<file path="src/sv/stsr_pkg.sv">
// ----------------------------------------------------------------------------
// stsr_pkg
// Shared types, register indexes and curve constants of the response block.
// ----------------------------------------------------------------------------
`default_nettype none

package stsr_pkg;

  // Sample width limits and defaults.
  localparam int SAMPLE_BITS_DEF = 12;
  localparam int SAMPLE_MAX_BITS = 16;

  // Configuration port geometry.
  localparam int CFG_W     = 12;
  localparam int CFG_IDX_W = 3;

  // Datapath widths.
  localparam int AXIS_W    = 16;
  localparam int KSQ_W     = 31;
  localparam int QUO_W     = 31;
  localparam int ROOT_W    = 16;
  localparam int RAD_W     = 2 * ROOT_W;
  localparam int SQ_REM_W  = 18;

  // Register indexes.
  typedef enum logic [CFG_IDX_W-1:0] {
    REG_CURVE_MODE    = 3'd0,
    REG_CAL_LOW       = 3'd1,
    REG_CAL_CENTER    = 3'd2,
    REG_CAL_HIGH      = 3'd3,
    REG_OUTPUT_ENABLE = 3'd4
  } reg_idx_t;

  // Curve modes.
  localparam logic MODE_STICK   = 1'b0;
  localparam logic MODE_TRIGGER = 1'b1;

  // Register reset values.
  localparam logic [CFG_W-1:0] CAL_LOW_RST    = 12'd0;
  localparam logic [CFG_W-1:0] CAL_CENTER_RST = 12'd2048;
  localparam logic [CFG_W-1:0] CAL_HIGH_RST   = 12'd4095;

  // Squared full-scale factors of the three curve branches.
  typedef enum logic [1:0] {
    KSEL_NEG  = 2'd0,
    KSEL_POS  = 2'd1,
    KSEL_TRIG = 2'd2
  } ksel_t;

  localparam logic [KSQ_W-1:0] KSQ_NEG  = 31'd1073741824; // 32768^2
  localparam logic [KSQ_W-1:0] KSQ_POS  = 31'd1073676289; // 32767^2
  localparam logic [KSQ_W-1:0] KSQ_TRIG = 31'd65025;      // 255^2

  // Fixed report values.
  localparam logic signed [AXIS_W-1:0] AXIS_MIN  = 16'sh8000;
  localparam logic signed [AXIS_W-1:0] AXIS_MAX  = 16'sh7FFF;
  localparam logic signed [AXIS_W-1:0] TRIG_MAX  = 16'sh00FF;
  localparam logic signed [AXIS_W-1:0] AXIS_ZERO = 16'sh0000;

  // Configuration register set.
  typedef struct packed {
    logic             curve_mode;
    logic [CFG_W-1:0] cal_low;
    logic [CFG_W-1:0] cal_center;
    logic [CFG_W-1:0] cal_high;
    logic             output_enable;
  } cfg_t;

  // Sideband that rides with every beat down the pipeline.
  typedef struct packed {
    logic                     byp;
    logic signed [AXIS_W-1:0] byp_val;
    logic                     neg;
  } side_t;

endpackage

`default_nettype wire

</file>
<file path="src/sv/stick_trigger_sqrt_response.sv">
// ----------------------------------------------------------------------------
// stick_trigger_sqrt_response
// Maps a calibrated analog-axis sample to a report value on a square-root
// response curve.
//
// Usage:
//   Samples enter on in_valid/in_ready with in_adc_sample; results leave on
//   out_valid/out_ready with out_axis_value (signed stick position, or a
//   trigger depth 0..255). Registers are written on cfg_we with cfg_index
//   and cfg_data; the user must write them only while no beat is in
//   flight, which the block itself does not enforce. Every beat crosses
//   50 register stages: two front stages (classify and scale), 31 divider
//   stages (one quotient bit each), 16 square-root stages (one root bit
//   each) and the output register. Throughput is one beat per cycle while
//   out_ready stays high; the per-stage handshake lets new beats fill
//   empty stages while the output holds.
//   When the receiver stalls, the output holds its beat and stages fill up
//   behind it; in_ready drops only once every stage is occupied.
//   Synchronous reset empties the pipeline and restores the register
//   defaults (stick mode, 0/2048/4095 calibration, output disabled).
// ----------------------------------------------------------------------------
`default_nettype none

module stick_trigger_sqrt_response #(
  parameter int SAMPLE_BITS = stsr_pkg::SAMPLE_BITS_DEF
) (
  input  wire logic                              clk,
  input  wire logic                              rst_n,
  input  wire logic                              in_valid,
  output logic                                   in_ready,
  input  wire logic [SAMPLE_BITS-1:0]            in_adc_sample,
  output logic                                   out_valid,
  input  wire logic                              out_ready,
  output logic signed [stsr_pkg::AXIS_W-1:0]     out_axis_value,
  input  wire logic                              cfg_we,
  input  wire logic [stsr_pkg::CFG_IDX_W-1:0]    cfg_index,
  input  wire logic [stsr_pkg::CFG_W-1:0]        cfg_data
);
  import stsr_pkg::*;

  localparam int NUM_W = SAMPLE_BITS + KSQ_W - 1;

  cfg_t cfg_r, cfg_nxt;

  logic                   div_v    [0:QUO_W];
  logic                   div_rdy  [0:QUO_W];
  side_t                  div_side [0:QUO_W];
  logic [SAMPLE_BITS-1:0] div_den  [0:QUO_W];
  logic [SAMPLE_BITS-1:0] div_rem  [0:QUO_W];
  logic [QUO_W-1:0]       div_quo  [0:QUO_W];
  logic [NUM_W-1:0]       front_num;

  logic                sq_v    [0:ROOT_W];
  logic                sq_rdy  [0:ROOT_W];
  side_t               sq_side [0:ROOT_W];
  logic [RAD_W-1:0]    sq_rad  [0:ROOT_W];
  logic [SQ_REM_W-1:0] sq_rem  [0:ROOT_W];
  logic [ROOT_W-1:0]   sq_root [0:ROOT_W];

  logic                     out_valid_r;
  logic signed [AXIS_W-1:0] out_axis_value_r, out_axis_value_nxt;
  logic                     out_load;

  // Configuration register file.
  always_comb begin
    cfg_nxt = cfg_r;
    if (cfg_we) begin
      unique case (reg_idx_t'(cfg_index))
        REG_CURVE_MODE:    cfg_nxt.curve_mode    = cfg_data[0];
        REG_CAL_LOW:       cfg_nxt.cal_low       = cfg_data;
        REG_CAL_CENTER:    cfg_nxt.cal_center    = cfg_data;
        REG_CAL_HIGH:      cfg_nxt.cal_high      = cfg_data;
        REG_OUTPUT_ENABLE: cfg_nxt.output_enable = cfg_data[0];
        default:           cfg_nxt = cfg_r;
      endcase
    end
  end

  always_ff @(posedge clk) begin
    if (!rst_n) begin
      cfg_r.curve_mode    <= MODE_STICK;
      cfg_r.cal_low       <= CAL_LOW_RST;
      cfg_r.cal_center    <= CAL_CENTER_RST;
      cfg_r.cal_high      <= CAL_HIGH_RST;
      cfg_r.output_enable <= 1'b0;
    end else begin
      cfg_r <= cfg_nxt;
    end
  end

  // Classification and numerator scaling.
  stsr_front #(
    .SAMPLE_BITS (SAMPLE_BITS),
    .NUM_W       (NUM_W)
  ) u_front (
    .clk       (clk),
    .rst_n     (rst_n),
    .cfg       (cfg_r),
    .in_valid  (in_valid),
    .in_ready  (in_ready),
    .in_sample (in_adc_sample),
    .out_valid (div_v[0]),
    .out_ready (div_rdy[0]),
    .out_side  (div_side[0]),
    .out_num   (front_num),
    .out_den   (div_den[0])
  );

  // The quotient fits in QUO_W bits, so the upper dividend bits are
  // already below the divisor and start as the partial remainder.
  assign div_rem[0] = SAMPLE_BITS'(front_num[NUM_W-1:QUO_W]);
  assign div_quo[0] = front_num[QUO_W-1:0];

  // Divider pipeline.
  for (genvar i = 0; i < QUO_W; i++) begin : g_div
    stsr_div_step #(
      .SAMPLE_BITS (SAMPLE_BITS)
    ) u_step (
      .clk       (clk),
      .rst_n     (rst_n),
      .in_valid  (div_v[i]),
      .in_ready  (div_rdy[i]),
      .in_side   (div_side[i]),
      .in_den    (div_den[i]),
      .in_rem    (div_rem[i]),
      .in_quo    (div_quo[i]),
      .out_valid (div_v[i+1]),
      .out_ready (div_rdy[i+1]),
      .out_side  (div_side[i+1]),
      .out_den   (div_den[i+1]),
      .out_rem   (div_rem[i+1]),
      .out_quo   (div_quo[i+1])
    );
  end

  // Hand the quotient to the root pipeline.
  assign sq_v[0]         = div_v[QUO_W];
  assign div_rdy[QUO_W]  = sq_rdy[0];
  assign sq_side[0]      = div_side[QUO_W];
  assign sq_rad[0]       = RAD_W'(div_quo[QUO_W]);
  assign sq_rem[0]       = '0;
  assign sq_root[0]      = '0;

  // Square-root pipeline.
  for (genvar j = 0; j < ROOT_W; j++) begin : g_sqrt
    stsr_sqrt_step u_step (
      .clk       (clk),
      .rst_n     (rst_n),
      .in_valid  (sq_v[j]),
      .in_ready  (sq_rdy[j]),
      .in_side   (sq_side[j]),
      .in_rad    (sq_rad[j]),
      .in_rem    (sq_rem[j]),
      .in_root   (sq_root[j]),
      .out_valid (sq_v[j+1]),
      .out_ready (sq_rdy[j+1]),
      .out_side  (sq_side[j+1]),
      .out_rad   (sq_rad[j+1]),
      .out_rem   (sq_rem[j+1]),
      .out_root  (sq_root[j+1])
    );
  end

  // Output register: apply sign or substitute the bypass value (a saturated end or zero).
  always_comb begin
    if (sq_side[ROOT_W].byp) begin
      out_axis_value_nxt = sq_side[ROOT_W].byp_val;
    end else if (sq_side[ROOT_W].neg) begin
      out_axis_value_nxt = $signed(ROOT_W'(0) - sq_root[ROOT_W]);
    end else begin
      out_axis_value_nxt = $signed(sq_root[ROOT_W]);
    end
  end

  assign out_load       = !out_valid_r || out_ready;
  assign sq_rdy[ROOT_W] = out_load;

  always_ff @(posedge clk) begin
    if (!rst_n) begin
      out_valid_r <= 1'b0;
    end else if (out_load) begin
      out_valid_r <= sq_v[ROOT_W];
    end
  end

  always_ff @(posedge clk) begin
    if (out_load && sq_v[ROOT_W]) begin
      out_axis_value_r <= out_axis_value_nxt;
    end
  end

  assign out_valid      = out_valid_r;
  assign out_axis_value = out_axis_value_r;

endmodule

`default_nettype wire

</file>
<file path="src/sv/stsr_front.sv">
// ----------------------------------------------------------------------------
// stsr_front
// Classifies a sample against the calibration points, then scales the
// numerator by the squared full-scale factor. Two register stages.
// ----------------------------------------------------------------------------
`default_nettype none

module stsr_front #(
  parameter int SAMPLE_BITS = stsr_pkg::SAMPLE_BITS_DEF,
  parameter int NUM_W       = SAMPLE_BITS + stsr_pkg::KSQ_W - 1
) (
  input  wire logic                   clk,
  input  wire logic                   rst_n,
  input  wire stsr_pkg::cfg_t         cfg,
  input  wire logic                   in_valid,
  output logic                        in_ready,
  input  wire logic [SAMPLE_BITS-1:0] in_sample,
  output logic                        out_valid,
  input  wire logic                   out_ready,
  output stsr_pkg::side_t             out_side,
  output logic [NUM_W-1:0]            out_num,
  output logic [SAMPLE_BITS-1:0]      out_den
);
  import stsr_pkg::*;

  logic [SAMPLE_MAX_BITS-1:0] lo_ext, mid_ext, hi_ext;
  logic [SAMPLE_BITS-1:0]     lo, mid, hi;

  logic                   v0_r;
  side_t                  side0_r, side0_nxt;
  logic [SAMPLE_BITS-1:0] n0_r, n0_nxt;
  logic [SAMPLE_BITS-1:0] d0_r, d0_nxt;
  ksel_t                  ksel0_r, ksel0_nxt;
  logic                   rdy0;

  logic                         v1_r;
  side_t                        side1_r;
  logic [NUM_W-1:0]             num1_r, num1_nxt;
  logic [SAMPLE_BITS-1:0]       d1_r;
  logic                         rdy1;
  logic [KSQ_W-1:0]             ksq;
  logic [SAMPLE_BITS+KSQ_W-1:0] prod;

  // Calibration points reduced to the sample width.
  always_comb begin
    lo_ext  = SAMPLE_MAX_BITS'(cfg.cal_low);
    mid_ext = SAMPLE_MAX_BITS'(cfg.cal_center);
    hi_ext  = SAMPLE_MAX_BITS'(cfg.cal_high);
    lo      = lo_ext[SAMPLE_BITS-1:0];
    mid     = mid_ext[SAMPLE_BITS-1:0];
    hi      = hi_ext[SAMPLE_BITS-1:0];
  end

  // Branch selection: saturated ends and disabled output bypass the divider and root.
  always_comb begin
    side0_nxt         = '0;
    n0_nxt            = '0;
    d0_nxt            = '0;
    ksel0_nxt         = KSEL_TRIG;
    if (!cfg.output_enable) begin
      side0_nxt.byp     = 1'b1;
      side0_nxt.byp_val = AXIS_ZERO;
    end else if (cfg.curve_mode == MODE_STICK) begin
      if (in_sample < lo) begin
        side0_nxt.byp     = 1'b1;
        side0_nxt.byp_val = AXIS_MIN;
      end else if (in_sample < mid) begin
        side0_nxt.neg = 1'b1;
        n0_nxt        = mid - in_sample;
        d0_nxt        = mid - lo;
        ksel0_nxt     = KSEL_NEG;
      end else if (in_sample < hi) begin
        n0_nxt    = in_sample - mid;
        d0_nxt    = hi - mid;
        ksel0_nxt = KSEL_POS;
      end else begin
        side0_nxt.byp     = 1'b1;
        side0_nxt.byp_val = AXIS_MAX;
      end
    end else begin
      if (in_sample < lo) begin
        side0_nxt.byp     = 1'b1;
        side0_nxt.byp_val = AXIS_ZERO;
      end else if (in_sample < hi) begin
        n0_nxt    = in_sample - lo;
        d0_nxt    = hi - lo;
        ksel0_nxt = KSEL_TRIG;
      end else begin
        side0_nxt.byp     = 1'b1;
        side0_nxt.byp_val = TRIG_MAX;
      end
    end
  end

  // Stage handshake: a stage loads when it is empty or its successor moves.
  assign rdy1     = !v1_r || out_ready;
  assign rdy0     = !v0_r || rdy1;
  assign in_ready = rdy0;

  always_ff @(posedge clk) begin
    if (!rst_n) begin
      v0_r <= 1'b0;
    end else if (rdy0) begin
      v0_r <= in_valid;
    end
  end

  always_ff @(posedge clk) begin
    if (rdy0 && in_valid) begin
      side0_r <= side0_nxt;
      n0_r    <= n0_nxt;
      d0_r    <= d0_nxt;
      ksel0_r <= ksel0_nxt;
    end
  end

  // Squared scale factor for the chosen branch.
  always_comb begin
    unique case (ksel0_r)
      KSEL_NEG:  ksq = KSQ_NEG;
      KSEL_POS:  ksq = KSQ_POS;
      KSEL_TRIG: ksq = KSQ_TRIG;
      default:   ksq = KSQ_TRIG;
    endcase
  end

  // Numerator times K squared; the product never reaches the top bit.
  assign prod     = {{KSQ_W{1'b0}}, n0_r} * {{SAMPLE_BITS{1'b0}}, ksq};
  assign num1_nxt = prod[NUM_W-1:0];

  always_ff @(posedge clk) begin
    if (!rst_n) begin
      v1_r <= 1'b0;
    end else if (rdy1) begin
      v1_r <= v0_r;
    end
  end

  always_ff @(posedge clk) begin
    if (rdy1 && v0_r) begin
      side1_r <= side0_r;
      num1_r  <= num1_nxt;
      d1_r    <= d0_r;
    end
  end

  assign out_valid = v1_r;
  assign out_side  = side1_r;
  assign out_num   = num1_r;
  assign out_den   = d1_r;

endmodule

`default_nettype wire

</file>
<file path="src/sv/stsr_div_step.sv">
// ----------------------------------------------------------------------------
// stsr_div_step
// One restoring-division stage: produces one quotient bit per beat.
// ----------------------------------------------------------------------------
`default_nettype none

module stsr_div_step #(
  parameter int SAMPLE_BITS = stsr_pkg::SAMPLE_BITS_DEF
) (
  input  wire logic                      clk,
  input  wire logic                      rst_n,
  input  wire logic                      in_valid,
  output logic                           in_ready,
  input  wire stsr_pkg::side_t           in_side,
  input  wire logic [SAMPLE_BITS-1:0]    in_den,
  input  wire logic [SAMPLE_BITS-1:0]    in_rem,
  input  wire logic [stsr_pkg::QUO_W-1:0] in_quo,
  output logic                           out_valid,
  input  wire logic                      out_ready,
  output stsr_pkg::side_t                out_side,
  output logic [SAMPLE_BITS-1:0]         out_den,
  output logic [SAMPLE_BITS-1:0]         out_rem,
  output logic [stsr_pkg::QUO_W-1:0]     out_quo
);
  import stsr_pkg::*;

  logic [SAMPLE_BITS:0]   trial, diff;
  logic                   ge;
  logic                   v_r;
  side_t                  side_r;
  logic [SAMPLE_BITS-1:0] den_r;
  logic [SAMPLE_BITS-1:0] rem_r, rem_nxt;
  logic [QUO_W-1:0]       quo_r, quo_nxt;

  // Bring down the next dividend bit and try to subtract the divisor.
  // The quotient register shifts dividend bits out and quotient bits in.
  always_comb begin
    trial   = {in_rem, in_quo[QUO_W-1]};
    diff    = trial - {1'b0, in_den};
    ge      = (trial >= {1'b0, in_den});
    rem_nxt = ge ? diff[SAMPLE_BITS-1:0] : trial[SAMPLE_BITS-1:0];
    quo_nxt = {in_quo[QUO_W-2:0], ge};
  end

  assign in_ready = !v_r || out_ready;

  always_ff @(posedge clk) begin
    if (!rst_n) begin
      v_r <= 1'b0;
    end else if (in_ready) begin
      v_r <= in_valid;
    end
  end

  always_ff @(posedge clk) begin
    if (in_ready && in_valid) begin
      side_r <= in_side;
      den_r  <= in_den;
      rem_r  <= rem_nxt;
      quo_r  <= quo_nxt;
    end
  end

  assign out_valid = v_r;
  assign out_side  = side_r;
  assign out_den   = den_r;
  assign out_rem   = rem_r;
  assign out_quo   = quo_r;

endmodule

`default_nettype wire

</file>
<file path="src/sv/stsr_sqrt_step.sv">
// ----------------------------------------------------------------------------
// stsr_sqrt_step
// One digit-by-digit square-root stage: produces one root bit per beat.
// ----------------------------------------------------------------------------
`default_nettype none

module stsr_sqrt_step (
  input  wire logic                          clk,
  input  wire logic                          rst_n,
  input  wire logic                          in_valid,
  output logic                               in_ready,
  input  wire stsr_pkg::side_t               in_side,
  input  wire logic [stsr_pkg::RAD_W-1:0]    in_rad,
  input  wire logic [stsr_pkg::SQ_REM_W-1:0] in_rem,
  input  wire logic [stsr_pkg::ROOT_W-1:0]   in_root,
  output logic                               out_valid,
  input  wire logic                          out_ready,
  output stsr_pkg::side_t                    out_side,
  output logic [stsr_pkg::RAD_W-1:0]         out_rad,
  output logic [stsr_pkg::SQ_REM_W-1:0]      out_rem,
  output logic [stsr_pkg::ROOT_W-1:0]        out_root
);
  import stsr_pkg::*;

  logic [SQ_REM_W+1:0] shifted, trial, diff;
  logic                ge;
  logic                v_r;
  side_t               side_r;
  logic [RAD_W-1:0]    rad_r, rad_nxt;
  logic [SQ_REM_W-1:0] rem_r, rem_nxt;
  logic [ROOT_W-1:0]   root_r, root_nxt;

  // Pull in the next two radicand bits and test root*4+1 against the remainder so extended.
  always_comb begin
    shifted  = {in_rem, in_rad[RAD_W-1 -: 2]};
    trial    = {{(SQ_REM_W-ROOT_W){1'b0}}, in_root, 2'b01};
    diff     = shifted - trial;
    ge       = (shifted >= trial);
    rem_nxt  = ge ? diff[SQ_REM_W-1:0] : shifted[SQ_REM_W-1:0];
    root_nxt = {in_root[ROOT_W-2:0], ge};
    rad_nxt  = {in_rad[RAD_W-3:0], 2'b00};
  end

  assign in_ready = !v_r || out_ready;

  always_ff @(posedge clk) begin
    if (!rst_n) begin
      v_r <= 1'b0;
    end else if (in_ready) begin
      v_r <= in_valid;
    end
  end

  always_ff @(posedge clk) begin
    if (in_ready && in_valid) begin
      side_r <= in_side;
      rad_r  <= rad_nxt;
      rem_r  <= rem_nxt;
      root_r <= root_nxt;
    end
  end

  assign out_valid = v_r;
  assign out_side  = side_r;
  assign out_rad   = rad_r;
  assign out_rem   = rem_r;
  assign out_root  = root_r;

endmodule

`default_nettype wire

</file>
<file path="config.mk">
export PLATFORM = sky130hd
export DESIGN_NAME = stick_trigger_sqrt_response
export DESIGN_NICKNAME = d
export VERILOG_FILES = /design/src/sv/stsr_pkg.sv /design/src/sv/stick_trigger_sqrt_response.sv /design/src/sv/stsr_front.sv /design/src/sv/stsr_div_step.sv /design/src/sv/stsr_sqrt_step.sv
export SDC_FILE = /design/constraint.sdc
export NUM_CORES = 2
export LEC_CHECK = 0
export BUFFER_PORTS_ARGS = -buffer_cell sky130_fd_sc_hd__buf_2
export CORE_MARGIN = 2
export CORE_UTILIZATION = 55
export CTS_BUF_LIST = sky130_fd_sc_hd__clkbuf_2
export CTS_CLUSTER_SIZE = 8
export DETAILED_ROUTE_END_ITERATION = 10
export PLACE_DENSITY_LB_ADDON = 0.25
export SLEW_MARGIN = 20
export SYNTH_ARGS = -nofsm -noshare
export SYNTH_HDL_FRONTEND = slang
export SYNTH_SLANG_ARGS = --single-unit
</file>
<file path="constraint.sdc">
create_clock -name clk -period 9.48 [get_ports clk]
set_input_delay 0.948 -clock clk [delete_from_list [all_inputs] [get_ports clk]]
set_output_delay 0.948 -clock clk [all_outputs]
set_load 0.03 [all_outputs]
</file>
==> run metrics <==
total gr overflow 0; mux cell area share after synthesis 3.23%; critical path startpoint category input pin; XOR/XNOR Fraction of Synth Area 3.34%; Root Driver clkbuf_2; Yosys warning count 0; multi-input logic area 37700 um^2; I/O Pins 50; Power Internal 16500 uW; Syn Area/Cell 14.2 um^2; register clock-pin slew on the reported worst setup and hold paths 100 ps; commonest non-fill, non-tap cell in the layout edfxtp_1; first drt pass iteration count 8; number of setup violations in the final report 0; Distinct cells, synth 79; Hold/Removal Path Class register to register; Clock power frac 34.6%; Final #Nets 10.3k; CTS tree done; clk sink count 2732; H-tree levels 6; Netlist Area Pre-Place 123000 um^2; Routed Antenna Nets 0; routed vias 69.4k; Sum Neg Setup Slack 0 ps; Register Area 81200 um^2; Final Hold Viols 0; Rows 173; core area 222000 um^2; number of global-route vias before repair 71.3k; worst slew pin tran 1270 ps; status complete, no violations; clk_lat worst skew 1900 ps; Power Density 162 nW/um^2; switching share of power 23.7%; Max Fclk 0.138 GHz; Die Height 476 um; total track usage 20.5%; CP Class input pin to output pin; flops & latches, synth 2732; post-synthesis adder-cell area fraction 9.45%; initial antenna violation count 6; Tot Pwr 21700 uW; clock buffer depth 4; DR WL/cell 18.1 um; Final Cycle Share 76.4%; Max IR drop VDD 169 uV; leading cell types in the layout, fill and taps excluded 2644 x edfxtp_1, 1021 x inv_1, 947 x clkbuf_2, 676 x ha_1, 434 x nor2_1; sequential fraction of the synthesis area 66.2%; hpwl dp 164000 um; Setup Skew 182 ps; RSZ-0062 raised after global routing no; Die ar. 227000 um^2; Simple-Gate Fraction of Synth Area 7.46%; Residual DRC 0; worst-path fanout max 8; Initial DRC Count 4253; syn_nets 9509; Post-synth EDFFs 2644; Fill cells 17.1k; Slew headroom 15.7%; Post-Synthesis Cells 8645; pin count of the biggest net entering global routing 76; Synth Area in Compound Gates 6.88%; area delta synth->final 9.29%; Starting Density 55.2%; first-pass GRT wire length 373000 um; Lkg Pwr 0.0513 uW; vias per inst 5.38; PortBufs 49; max cap viols 0; Post-Route WL 233000 um; min Tclk post-route 7240 ps; CTS Buf Count 673; ys async rst share 0%; share of post-route cells with drive strength above 1 15.2%; Worst Path Arrival 6290 ps; Post-synth top flop edfxtp_1; P_sw 5140 uW; Max Slew Vio Count 0; Hold WS 330 ps; Flop pwr share 60.9%; combinational power share 4.5%; WP data required 8530 ps; gpl congestion 0.900; width of the die 476 um; combinational family with the most area after synthesis adder cells; CP Capture Type output pin
[cell families after synthesis]
group / count (synthesis)
DFF: 2732
muxes: 362
adders and majority gates: 832
other: 1
buffers and inverters: 1114
and+or+nand+nor: 1814
xor gates and xnor gates: 468
AOI/OAI and AO/OA: 1322
[power groups by stage]
stage          combinational (uW)  sequential (uW)  clock (uW)
2_1_floorplan                 707            13400           0
3_3_place_gp                  937            13500           0
3_5_place_dp                  941            13500           0
4_1_cts                       979            13200        7850
5_1_grt                      1110            13200        8430
6_report                      976            13200        7500
[path summary, 6_finish.rpt]
| kind | slack [ps] | from | to | cells past startpoint |
|---|---|---|---|---|
| worst min-delay path | 330 | g_div[9].u_step.out_quo[15]$_DFFE_PP_ | g_div[10].u_step.out_quo[16]$_DFFE_PP_ | 0 |
| worst max register to register | 2250 | u_front.ksel0_r[1]$_SDFFCE_PP1P_ | u_front.out_num[40]$_DFFE_PP_ | 19 |
| worst min register to register | 330 | g_div[9].u_step.out_quo[15]$_DFFE_PP_ | g_div[10].u_step.out_quo[16]$_DFFE_PP_ | 0 |
| worst max-delay path | 2240 | out_ready | in_ready | 12 |
[critical path, stage by stage]
cell and delay (ps):
dlygate4sd3_1 530, buf_2 130, dlygate4sd3_1 580, nor2b_1 490
nand4_1 450, nor4_2 760, nand4_1 520, nor4_1 790
nand4_1 300, nor2_1 400, nand2_1 130, buf_2 220
[state kept, by name (all words and copies together), names as in the netlist, 2 cells and up]
name,count
out_axis_value,16
u_front.ksel0_r,2
u_front.d0_r,12
cfg_r,38
g_sqrt.u_step.out_root,136
g_div.u_step.out_rem,360
u_front.out_den,12
g_sqrt.u_step.out_rem,246
u_front.out_num,42
u_front.side0_r,5
g_sqrt.u_step.out_side,80
g_div.u_step.out_quo,961
u_front.n0_r,12
u_front.out_side,5
g_div.u_step.out_side,155
g_div.u_step.out_valid,31
g_div.u_step.out_den,360
g_sqrt.u_step.out_rad,240
g_sqrt.u_step.out_valid,16
[synthesized netlist by cell type, drive strengths merged, types with 95 or more instances]
cell type,number,area share [%]
xnor2,298,2.1
edfxtp,2644,65
o21a,129,0.79
or3,97,0.50
inv,1021,3.1
nor2b,191,0.97
a21o,95,0.58
nor3,183,0.75
xor2,170,1.2
fa,156,2.5
nand4,121,0.62
nand2,373,1.1
mux2,271,2.5
a21oi,358,1.5
nor2,436,1.3
ha,676,6.9
o21ai,285,1.2
[stage by stage]
step	setup slack (ps)	cells	utilization [%]	cell area, um^2
final	2240	12900	60.4	134000
after global routing	1570	12900	60.4	134000
after CTS	2010	12900	60.3	134000
after detailed placement	2360	11700	57.3	127000
after global placement	2410	11700	57.3	127000
after floorplan	2480	8645	-	123000
[repair_timing]
item,in CTS,in global routing
setup buffers,0,0
gates resized for setup,0,0
endpoints found under the hold margin,175,0
hold buffers,78,0
[final cells by class]
cell class / count / share of cell area [%]
multi-input combinational: 4799 / 28.1
timing repair buffer: 208 / 1.25
tap: 2975 / 2.78
clock buffer: 947 / 3.54
antenna: 14 / 0.0262
clock inverter: 202 / 0.831
sequential: 2732 / 60.6
inverter: 1021 / 2.86
[metal layers]
layer	part of all wire (%)	global-route usage (%)
met1	42	25.2
met5	0.0051	0
met4	3.3	8.26
met2	51	35.5
met3	4.5	3.98
No activity file was read; power rests on OpenSTA's default activity.
